### config.mk
export PLATFORM = sky130hd
export DESIGN_NAME = sorted_table_insert_delete
export DESIGN_NICKNAME = d
export VERILOG_FILES = /design/src/sti_pkg.sv /design/src/sti_dp.sv /design/src/sti_ctrl.sv /design/src/sorted_table_insert_delete.sv
export VERILOG_INCLUDE_DIRS = /design/src /design/src/src
export SDC_FILE = /design/constraint.sdc
export NUM_CORES = 1
export LEC_CHECK = 0
export ABC_AREA = 1
export BUFFER_PORTS_ARGS = -buffer_cell sky130_fd_sc_hd__buf_4
export CORE_MARGIN = 1
export CORE_UTILIZATION = 35
export DETAILED_ROUTE_END_ITERATION = 8
export GPL_TIMING_DRIVEN = 0
export MAX_ROUTING_LAYER = met4
export PLACE_DENSITY_LB_ADDON = 0.2
export SLEW_MARGIN = 10
export SYNTH_ARGS = -nofsm -noshare
export SYNTH_HDL_FRONTEND = slang
export SYNTH_HIERARCHICAL = 1
export SYNTH_SLANG_ARGS = --single-unit
### constraint.sdc
create_clock -name clk -period 12.8 [get_ports clk]
set_input_delay 0.64 -clock clk [delete_from_list [all_inputs] [get_ports clk]]
set_output_delay 0.64 -clock clk [all_outputs]
set_load 0.02 [all_outputs]
### src/assert_macros.svh
// Assertion macros used by the sorted table datapath.
`ifndef ASSERT_MACROS_SVH
`define ASSERT_MACROS_SVH

// Same-cycle implication, checked on every rising edge outside reset.
`define STI_ASSERT_IMP(lbl, ante, cons) \
  lbl: assert property (@(posedge clk) disable iff (!rst_n) (ante) |-> (cons)) \
    else $error("sorted table assertion failed");

// Next-cycle implication, checked on every rising edge outside reset.
`define STI_ASSERT_NEXT(lbl, ante, cons) \
  lbl: assert property (@(posedge clk) disable iff (!rst_n) (ante) |=> (cons)) \
    else $error("sorted table assertion failed");

`endif

### src/sti_pkg.sv
// Shared types and constants of the sorted table block.
package sti_pkg;

  localparam int VALUE_W  = 32;
  localparam int COUNT_W  = 5;
  localparam int STATUS_W = 2;

  // Operation codes.
  localparam logic OP_INSERT = 1'b0;
  localparam logic OP_DELETE = 1'b1;

  // Result status codes.
  localparam logic [STATUS_W-1:0] ST_DONE      = 2'd0;
  localparam logic [STATUS_W-1:0] ST_FULL      = 2'd1;
  localparam logic [STATUS_W-1:0] ST_NOT_FOUND = 2'd2;

  // Which address the table read port uses.
  typedef enum logic [1:0] {
    RD_PTR,
    RD_PTR_M1,
    RD_PTR_P1,
    RD_ZERO
  } rd_sel_t;

  // What the table write port stores at the pointer.
  typedef enum logic {
    WR_VALUE,
    WR_RDATA
  } wr_sel_t;

  // Commands from the controller to the datapath.
  typedef struct packed {
    logic                load;
    logic                rd_en;
    rd_sel_t             rd_sel;
    logic                wr_en;
    wr_sel_t             wr_sel;
    logic                ptr_inc;
    logic                ptr_dec;
    logic                held_inc;
    logic                held_dec;
    logic                out_load;
    logic [STATUS_W-1:0] status;
  } cmd_t;

  // Status from the datapath to the controller.
  typedef struct packed {
    logic full;
    logic ptr_zero;
    logic ptr_at_end;
    logic ptr_last;
    logic less;
    logic equal;
    logic out_busy;
  } flags_t;

endpackage

### src/sti_dp.sv
// Datapath of the sorted table: entry memory, pointer, count and result register.
`include "assert_macros.svh"

module sti_dp
  import sti_pkg::*;
#(
  parameter int DEPTH = 16
) (
  input  logic                      clk,
  input  logic                      rst_n,
  input  logic                      in_opcode,
  input  logic signed [VALUE_W-1:0] in_value,
  input  cmd_t                      cmd,
  output flags_t                    flags,
  input  logic                      out_ready,
  output logic                      out_valid,
  output logic [STATUS_W-1:0]       out_status,
  output logic [COUNT_W-1:0]        out_count,
  output logic signed [VALUE_W-1:0] out_smallest,
  output logic                      out_empty
);

  localparam int AW = (DEPTH > 1) ? $clog2(DEPTH) : 1;
  localparam int CW = $clog2(DEPTH + 1);
  localparam int EW = (CW > COUNT_W) ? CW : COUNT_W;

  logic signed [VALUE_W-1:0] mem [DEPTH];

  logic signed [VALUE_W-1:0] val_r;
  logic signed [VALUE_W-1:0] rdata_r;
  logic [CW-1:0]             held_r;
  logic [CW-1:0]             ptr_r;
  logic [CW-1:0]             ptr_p1;
  logic [CW-1:0]             rd_addr_full;
  logic [AW-1:0]             rd_addr;
  logic [AW-1:0]             wr_addr;
  logic signed [VALUE_W-1:0] wr_data;
  logic [EW-1:0]             held_ext;
  logic                      held_zero;

  logic                      out_valid_r;
  logic [STATUS_W-1:0]       out_status_r;
  logic [COUNT_W-1:0]        out_count_r;
  logic signed [VALUE_W-1:0] out_smallest_r;
  logic                      out_empty_r;

  assign ptr_p1 = ptr_r + CW'(1);

  // Read address select; every address used stays below DEPTH.
  always_comb begin
    case (cmd.rd_sel)
      RD_PTR:    rd_addr_full = ptr_r;
      RD_PTR_M1: rd_addr_full = ptr_r - CW'(1);
      RD_PTR_P1: rd_addr_full = ptr_p1;
      default:   rd_addr_full = '0;
    endcase
  end

  assign rd_addr = rd_addr_full[AW-1:0];
  assign wr_addr = ptr_r[AW-1:0];
  assign wr_data = (cmd.wr_sel == WR_VALUE) ? val_r : rdata_r;

  // Entry memory with one write port and one registered read port.
  always_ff @(posedge clk) begin
    if (cmd.wr_en) begin
      mem[wr_addr] <= wr_data;
    end
    if (cmd.rd_en) begin
      rdata_r <= mem[rd_addr];
    end
  end

  // Operand register; it holds the value for the whole operation.
  always_ff @(posedge clk) begin
    if (cmd.load) begin
      val_r <= in_value;
    end
  end

  // Entry count and walking pointer.
  always_ff @(posedge clk) begin
    if (!rst_n) begin
      held_r <= '0;
      ptr_r  <= '0;
    end else begin
      if (cmd.held_inc) begin
        held_r <= held_r + CW'(1);
      end else if (cmd.held_dec) begin
        held_r <= held_r - CW'(1);
      end
      if (cmd.load) begin
        ptr_r <= (in_opcode == OP_INSERT) ? held_r : '0;
      end else if (cmd.ptr_inc) begin
        ptr_r <= ptr_p1;
      end else if (cmd.ptr_dec) begin
        ptr_r <= ptr_r - CW'(1);
      end
    end
  end

  // Status back to the controller.
  assign flags.full       = (held_r == CW'(DEPTH));
  assign flags.ptr_zero   = (ptr_r == '0);
  assign flags.ptr_at_end = (ptr_r == held_r);
  assign flags.ptr_last   = (ptr_p1 == held_r);
  assign flags.less       = (rdata_r < val_r);
  assign flags.equal      = (rdata_r == val_r);
  assign flags.out_busy   = out_valid_r & ~out_ready;

  assign held_zero = (held_r == '0);
  assign held_ext  = EW'(held_r);

  // Result register; the smallest entry was read from address zero just before.
  always_ff @(posedge clk) begin
    if (!rst_n) begin
      out_valid_r <= 1'b0;
    end else if (cmd.out_load) begin
      out_valid_r <= 1'b1;
    end else if (out_ready) begin
      out_valid_r <= 1'b0;
    end
  end

  always_ff @(posedge clk) begin
    if (cmd.out_load) begin
      out_status_r   <= cmd.status;
      out_count_r    <= held_ext[COUNT_W-1:0];
      out_smallest_r <= held_zero ? '0 : rdata_r;
      out_empty_r    <= held_zero;
    end
  end

  assign out_valid    = out_valid_r;
  assign out_status   = out_status_r;
  assign out_count    = out_count_r;
  assign out_smallest = out_smallest_r;
  assign out_empty    = out_empty_r;

  // The count never passes the table size, and a loaded result word is shown as valid.
  `STI_ASSERT_IMP(a_held_bound, 1'b1, held_r <= CW'(DEPTH))
  `STI_ASSERT_IMP(a_no_overfill, cmd.held_inc, held_r != CW'(DEPTH))
  `STI_ASSERT_IMP(a_no_underflow, cmd.held_dec, !held_zero)
  `STI_ASSERT_IMP(a_wr_in_range, cmd.wr_en, ptr_r < CW'(DEPTH))
  `STI_ASSERT_NEXT(a_out_shown, cmd.out_load && !flags.out_busy, out_valid_r)

endmodule

### src/sti_ctrl.sv
// Controller of the sorted table: sequences the search, shift and result steps.
module sti_ctrl
  import sti_pkg::*;
(
  input  logic   clk,
  input  logic   rst_n,
  input  logic   in_valid,
  input  logic   in_opcode,
  output logic   in_ready,
  input  flags_t flags,
  output cmd_t   cmd
);

  typedef enum logic [3:0] {
    S_IDLE,
    S_INS_STEP,
    S_INS_CMP,
    S_DEL_STEP,
    S_DEL_CMP,
    S_DEL_SHIFT,
    S_DEL_SHIFT_WR,
    S_READ_MIN,
    S_EMIT
  } state_t;

  state_t              state_r;
  state_t              state_nxt;
  logic [STATUS_W-1:0] status_r;
  logic [STATUS_W-1:0] status_nxt;

  assign in_ready = (state_r == S_IDLE);

  // Next state and datapath commands.
  always_comb begin
    state_nxt  = state_r;
    status_nxt = status_r;
    cmd        = '0;
    cmd.status = status_r;
    unique case (state_r)
      S_IDLE: begin
        if (in_valid) begin
          cmd.load   = 1'b1;
          status_nxt = ST_DONE;
          state_nxt  = (in_opcode == OP_INSERT) ? S_INS_STEP : S_DEL_STEP;
        end
      end
      // Insert walks down from the top, moving entries not smaller than the value up one place.
      S_INS_STEP: begin
        if (flags.full) begin
          status_nxt = ST_FULL;
          state_nxt  = S_READ_MIN;
        end else if (flags.ptr_zero) begin
          cmd.wr_en    = 1'b1;
          cmd.wr_sel   = WR_VALUE;
          cmd.held_inc = 1'b1;
          state_nxt    = S_READ_MIN;
        end else begin
          cmd.rd_en  = 1'b1;
          cmd.rd_sel = RD_PTR_M1;
          state_nxt  = S_INS_CMP;
        end
      end
      S_INS_CMP: begin
        if (flags.less) begin
          cmd.wr_en    = 1'b1;
          cmd.wr_sel   = WR_VALUE;
          cmd.held_inc = 1'b1;
          state_nxt    = S_READ_MIN;
        end else begin
          cmd.wr_en   = 1'b1;
          cmd.wr_sel  = WR_RDATA;
          cmd.ptr_dec = 1'b1;
          state_nxt   = S_INS_STEP;
        end
      end
      // Delete scans up from the bottom for the first entry not below the value.
      S_DEL_STEP: begin
        if (flags.ptr_at_end) begin
          status_nxt = ST_NOT_FOUND;
          state_nxt  = S_READ_MIN;
        end else begin
          cmd.rd_en  = 1'b1;
          cmd.rd_sel = RD_PTR;
          state_nxt  = S_DEL_CMP;
        end
      end
      S_DEL_CMP: begin
        if (flags.less) begin
          cmd.ptr_inc = 1'b1;
          state_nxt   = S_DEL_STEP;
        end else if (flags.equal) begin
          state_nxt = S_DEL_SHIFT;
        end else begin
          status_nxt = ST_NOT_FOUND;
          state_nxt  = S_READ_MIN;
        end
      end
      // Close the gap by moving each following entry down one place.
      S_DEL_SHIFT: begin
        if (flags.ptr_last) begin
          cmd.held_dec = 1'b1;
          state_nxt    = S_READ_MIN;
        end else begin
          cmd.rd_en  = 1'b1;
          cmd.rd_sel = RD_PTR_P1;
          state_nxt  = S_DEL_SHIFT_WR;
        end
      end
      S_DEL_SHIFT_WR: begin
        cmd.wr_en   = 1'b1;
        cmd.wr_sel  = WR_RDATA;
        cmd.ptr_inc = 1'b1;
        state_nxt   = S_DEL_SHIFT;
      end
      S_READ_MIN: begin
        cmd.rd_en  = 1'b1;
        cmd.rd_sel = RD_ZERO;
        state_nxt  = S_EMIT;
      end
      S_EMIT: begin
        if (!flags.out_busy) begin
          cmd.out_load = 1'b1;
          state_nxt    = S_IDLE;
        end
      end
      default: begin
        state_nxt = S_IDLE;
      end
    endcase
  end

  // State and the status of the running operation.
  always_ff @(posedge clk) begin
    if (!rst_n) begin
      state_r  <= S_IDLE;
      status_r <= ST_DONE;
    end else begin
      state_r  <= state_nxt;
      status_r <= status_nxt;
    end
  end

endmodule

### src/sorted_table_insert_delete.sv
// Top level of the sorted table with insert and delete.
//
// Keeps up to DEPTH signed 32-bit entries in ascending order. Each input
// word is an insert (in_tuser 0) or a delete (in_tuser 1) of the value in
// in_tdata, and gives exactly one result word: status on out_tuser, and
// entry count, smallest entry and empty flag on out_tdata.
// Operations run one at a time. in_tready is high only while no operation
// is in progress, so the next word is taken in the cycle after the result
// is loaded at the earliest. Each moved or scanned entry takes a read step
// and then a compare or write step on the memory.
// The result register lets a new word be accepted while the previous
// result still waits; if out_tready stays low, the next result holds in
// the controller until the register frees up.
// Reset (rst_n low, synchronous) empties the table and drops any result.
module sorted_table_insert_delete
  import sti_pkg::*;
#(
  parameter int DEPTH = 16
) (
  input  logic        clk,
  input  logic        rst_n,
  input  logic        in_tvalid,
  output logic        in_tready,
  input  logic [31:0] in_tdata,   // [31:0] value
  input  logic        in_tuser,   // [0] opcode
  output logic        out_tvalid,
  input  logic        out_tready,
  output logic [39:0] out_tdata,  // [4:0] entry_count, [36:5] smallest, [37] is_empty
  output logic [1:0]  out_tuser   // [1:0] status
);

  cmd_t                      cmd;
  flags_t                    flags;
  logic [STATUS_W-1:0]       res_status;
  logic [COUNT_W-1:0]        res_count;
  logic signed [VALUE_W-1:0] res_smallest;
  logic                      res_empty;

  sti_ctrl u_ctrl (
    .clk       (clk),
    .rst_n     (rst_n),
    .in_valid  (in_tvalid),
    .in_opcode (in_tuser),
    .in_ready  (in_tready),
    .flags     (flags),
    .cmd       (cmd)
  );

  sti_dp #(
    .DEPTH (DEPTH)
  ) u_dp (
    .clk          (clk),
    .rst_n        (rst_n),
    .in_opcode    (in_tuser),
    .in_value     (in_tdata),
    .cmd          (cmd),
    .flags        (flags),
    .out_ready    (out_tready),
    .out_valid    (out_tvalid),
    .out_status   (res_status),
    .out_count    (res_count),
    .out_smallest (res_smallest),
    .out_empty    (res_empty)
  );

  // Pack the result word, padded to whole bytes.
  assign out_tdata = {2'b00, res_empty, res_smallest, res_count};
  assign out_tuser = res_status;

endmodule
==> results.ini <==
[setup_path]
rrSetupSlack_ns=8.21
critPathMaxFanout=10
r2r-start=u_dp/ptr_r[0]$_SDFFE_PN0P_
worstSetupPathType=reg -> reg
r2r_end=u_dp/rdata_r[0]$_DFFE_PP_
worstSetupEndpointType=flop
cp.arrival_ns=5.02
r2r_cells=16
startpoint_type=flop
crit_required_ns=13.22

[synthesis]
syn_area_per_cell_sq_um=10.3
synth_area_leaders=edfxtp_1 63%, inv_1 8.1%, nand3_1 8.0%
synth_area_leader_cell=edfxtp_1
seq_area_frac_synth_pct=64.4
yosys_warnings=6
netlist_area_sq_mm=0.0292
ys_types=41
ys_seq_elements=633
yosysMostFrequentCell=inv_1
netlist_instances=2842
synth.top_cell.area_share_pct=63.3
synth_ff_type=edfxtp_1
synth_commonest_cells=630 x inv_1, 616 x edfxtp_1, 468 x nand3_1, 454 x nand2_1, 260 x nand4_1
async_reset_ff_share_pct=0
synth-edff-count=616

[drt]
via_per_inst=5.08
post-route-drc-count=0
wire_per_inst_um=20.8
dr.pass1.iters=5
drt_iter0_markers=2070
vias=21200
routed_wl_um=86800
ant_nets=0

[sta]
fmax_mhz=218
holdWs_ns=0.205
finalMaxSlewViolations=0
worstMarginPinSlew_ns=0.935
finalCritPeriodShare_pct=35.9
fin_skew_ns=0.0253
min_period_ns=4.59
setup_viol=0
hold_violations=0
max_slew_margin_pct=37.7
setup_tns_ns=0
rsz0062_at_grt=false

[grt]
antenna_found_initial=4
track_usage_pct=21.0
grt_pass1_vias=20500
grt_pass1_wl_um=130000
overflow=0
grt_max_degree=25

[min_path]
worstHoldEndpoint=u_dp/val_r[27]$_DFFE_PP_
hold_start=in_tdata[27]
hold_depth=1
min-delay-path-class=in -> reg

[die]
dieWidth_um=291
core_area_sq_mm=0.0824
start_util_pct=35.5
num_io_pins=81
die_h_um=291
die-area_sq_mm=0.0847
placementRows=105

[power]
swShare_pct=44.0
combPwrFrac_pct=46.9
intPower_mw=5.15
p_leak_nw=14.7
vdd_drop_max_v=0.000130
powerDensity_mw_per_mm2=268
seq_power_share_pct=31.9
power_switching_mw=4.04
clockPowerShare_pct=21.2

[cells_and_area]
area_growth_pct=17.5
stdcell_count=4170
n_fill_cell=7863
antenna_cells=0
drive_gt1_share_pct=13.5
fin_nets=3123
layout.core_utilization_pct=41.7

[clock_tree]
cts_tree=built
htree_num_levels=3
cts-resized-gates=0
clock-sinks=633
cts.path.max_buffers=3
post_cts_buffers=0
clkTransAtPathRegs_ns=0.06
clkLatencyLatePin_ns=0.61
cts-root-buf=clkbuf_16
numCtsBuffers=70
cts_hold_buf=0

[placed_design]
hpwlAfterDp_um=62400
gp_congestion=0.897
dp.cells=4043
port_buffers=78

[run]
maxCapViolCount=0

[status]
status=completed

-- how the worst max path moves through the flow --
stage                          startpoint                                  end  slack [ns]  depth (start not counted)
5_1_grt        u_dp/ptr_r[0]$_SDFFE_PN0P_            u_dp/rdata_r[0]$_DFFE_PP_        7.90                         16
4_1_cts        u_dp/rdata_r[31]$_DFFE_PP_            u_dp/mem[2][11]$_DFFE_PP_        8.20                         12
3_3_place_gp                   out_tready  u_dp/out_smallest[25]$_SDFFCE_PP0P_        5.64                          3
3_5_place_dp   u_dp/ptr_r[0]$_SDFFE_PN0P_           u_dp/rdata_r[31]$_DFFE_PP_        8.24                         16
6_report       u_dp/ptr_r[0]$_SDFFE_PN0P_            u_dp/rdata_r[0]$_DFFE_PP_        8.21                         16
2_1_floorplan                  out_tready          u_dp/out_count[0]$_DFFE_PP_        7.61                          2
-- routing by layer --
layer / vias to the layer above / track usage [%] / part of all wire [%]
met5: - / - / 0
li1: 9997 / - / -
met3: 133 / 2.68 / 6.7
met4: 0 / 6.30 / 2.4
met1: 10300 / 27.3 / 43
met2: 788 / 34.3 / 48
-- critical path, stage by stage (launching register included) --
cell and delay, ns:
dfxtp_1 0.49, inv_1 0.21, ha_1 0.36, inv_1 0.09, nand2_1 0.07, nand3_1 0.08
nor4_1 0.51, o21ai_1 0.31, nor2_2 0.24, a21oi_1 0.16, inv_1 0.10, clkbuf_1 0.64
buf_2 0.44, nand3_1 0.18, nand3_1 0.12, nand3_1 0.15, nand2_1 0.25
-- logic make-up (layout without fill, tap and decap cells) --
group / after synthesis / in the layout / share of synthesized area, %
flip-flops: 633 / 633 / 64.4
AO/OA/AOI/OAI: 86 / 86 / 1.57
adder cells (fa/ha/maj): 41 / 41 / 1.78
buffers and inverters: 805 / 1062 / 11.0
AND/OR/NAND/NOR: 1264 / 1264 / 20.8
other: 1 / 2 / 0.0128
XOR/XNOR: 12 / 12 / 0.385
-- sequential cells by signal, indices dropped and copies added, names as in the netlist --
register	count
u_dp/mem	512
u_dp/out_smallest	32
u_dp/rdata_r	32
u_dp/val_r	32
u_dp/held_ext	5
u_dp/out_count	5
u_dp/ptr_r	5
u_ctrl/state_r	4
u_ctrl/status_r	2
u_dp/out_status	2
u_dp/out_empty	1
u_dp/out_valid	1
-- area by class of cell --
class                      instances  area (sq um)  area share [%]
sequential                       633         18800            54.9
multi-input combinational       1405          7390            21.5
inverter                         631          2370            6.90
clock buffer                      97          1970            5.73
timing repair buffer             130          1360            3.95
tap                             1070          1340            3.90
buffer                           174           850            2.47
clock inverter                    30           230           0.670
-- metrics by stage --
stage | power [mW] | worst slack [ns] | instance area (sq um)
6_report | 9.20 | 8.21 | 34300
5_1_grt | 9.71 | 7.90 | 34300
4_1_cts | 9.20 | 8.20 | 34300
3_5_place_dp | 7.24 | 8.24 | 32100
3_3_place_gp | 7.04 | 5.64 | 31200
2_1_floorplan | 5.43 | 7.61 | 29200
-- layout by cell type, fill, tap and decap left out, drive strengths merged --
master,n
a211oi,1
a21o,2
a21oi,25
a31oi,2
and3,1
and3b,1
buf,267
bufinv,3
clkbuf,134
clkinv,22
clkinvlp,1
conb,2
dfxtp,17
edfxtp,616
fa,1
ha,40
inv,635
nand2,456
nand3,471
nand3b,1
nand4,260
nor2,62
nor3,6
nor4,3
o2111ai,1
o211ai,1
o21a,2
o21ai,51
o311ai,1
or2,3
xnor2,5
xor2,7
-- power groups by stage --
stage          Clock (mW)  Sequential, mW  Combinational (mW)
2_1_floorplan           0            2.96                2.48
3_3_place_gp            0            3.02                4.02
3_5_place_dp            0            2.98                4.26
4_1_cts              1.99            2.94                4.28
5_1_grt              2.07            2.96                4.68
6_report             1.95            2.94                4.31
Power figures use the tool's default switching activity.
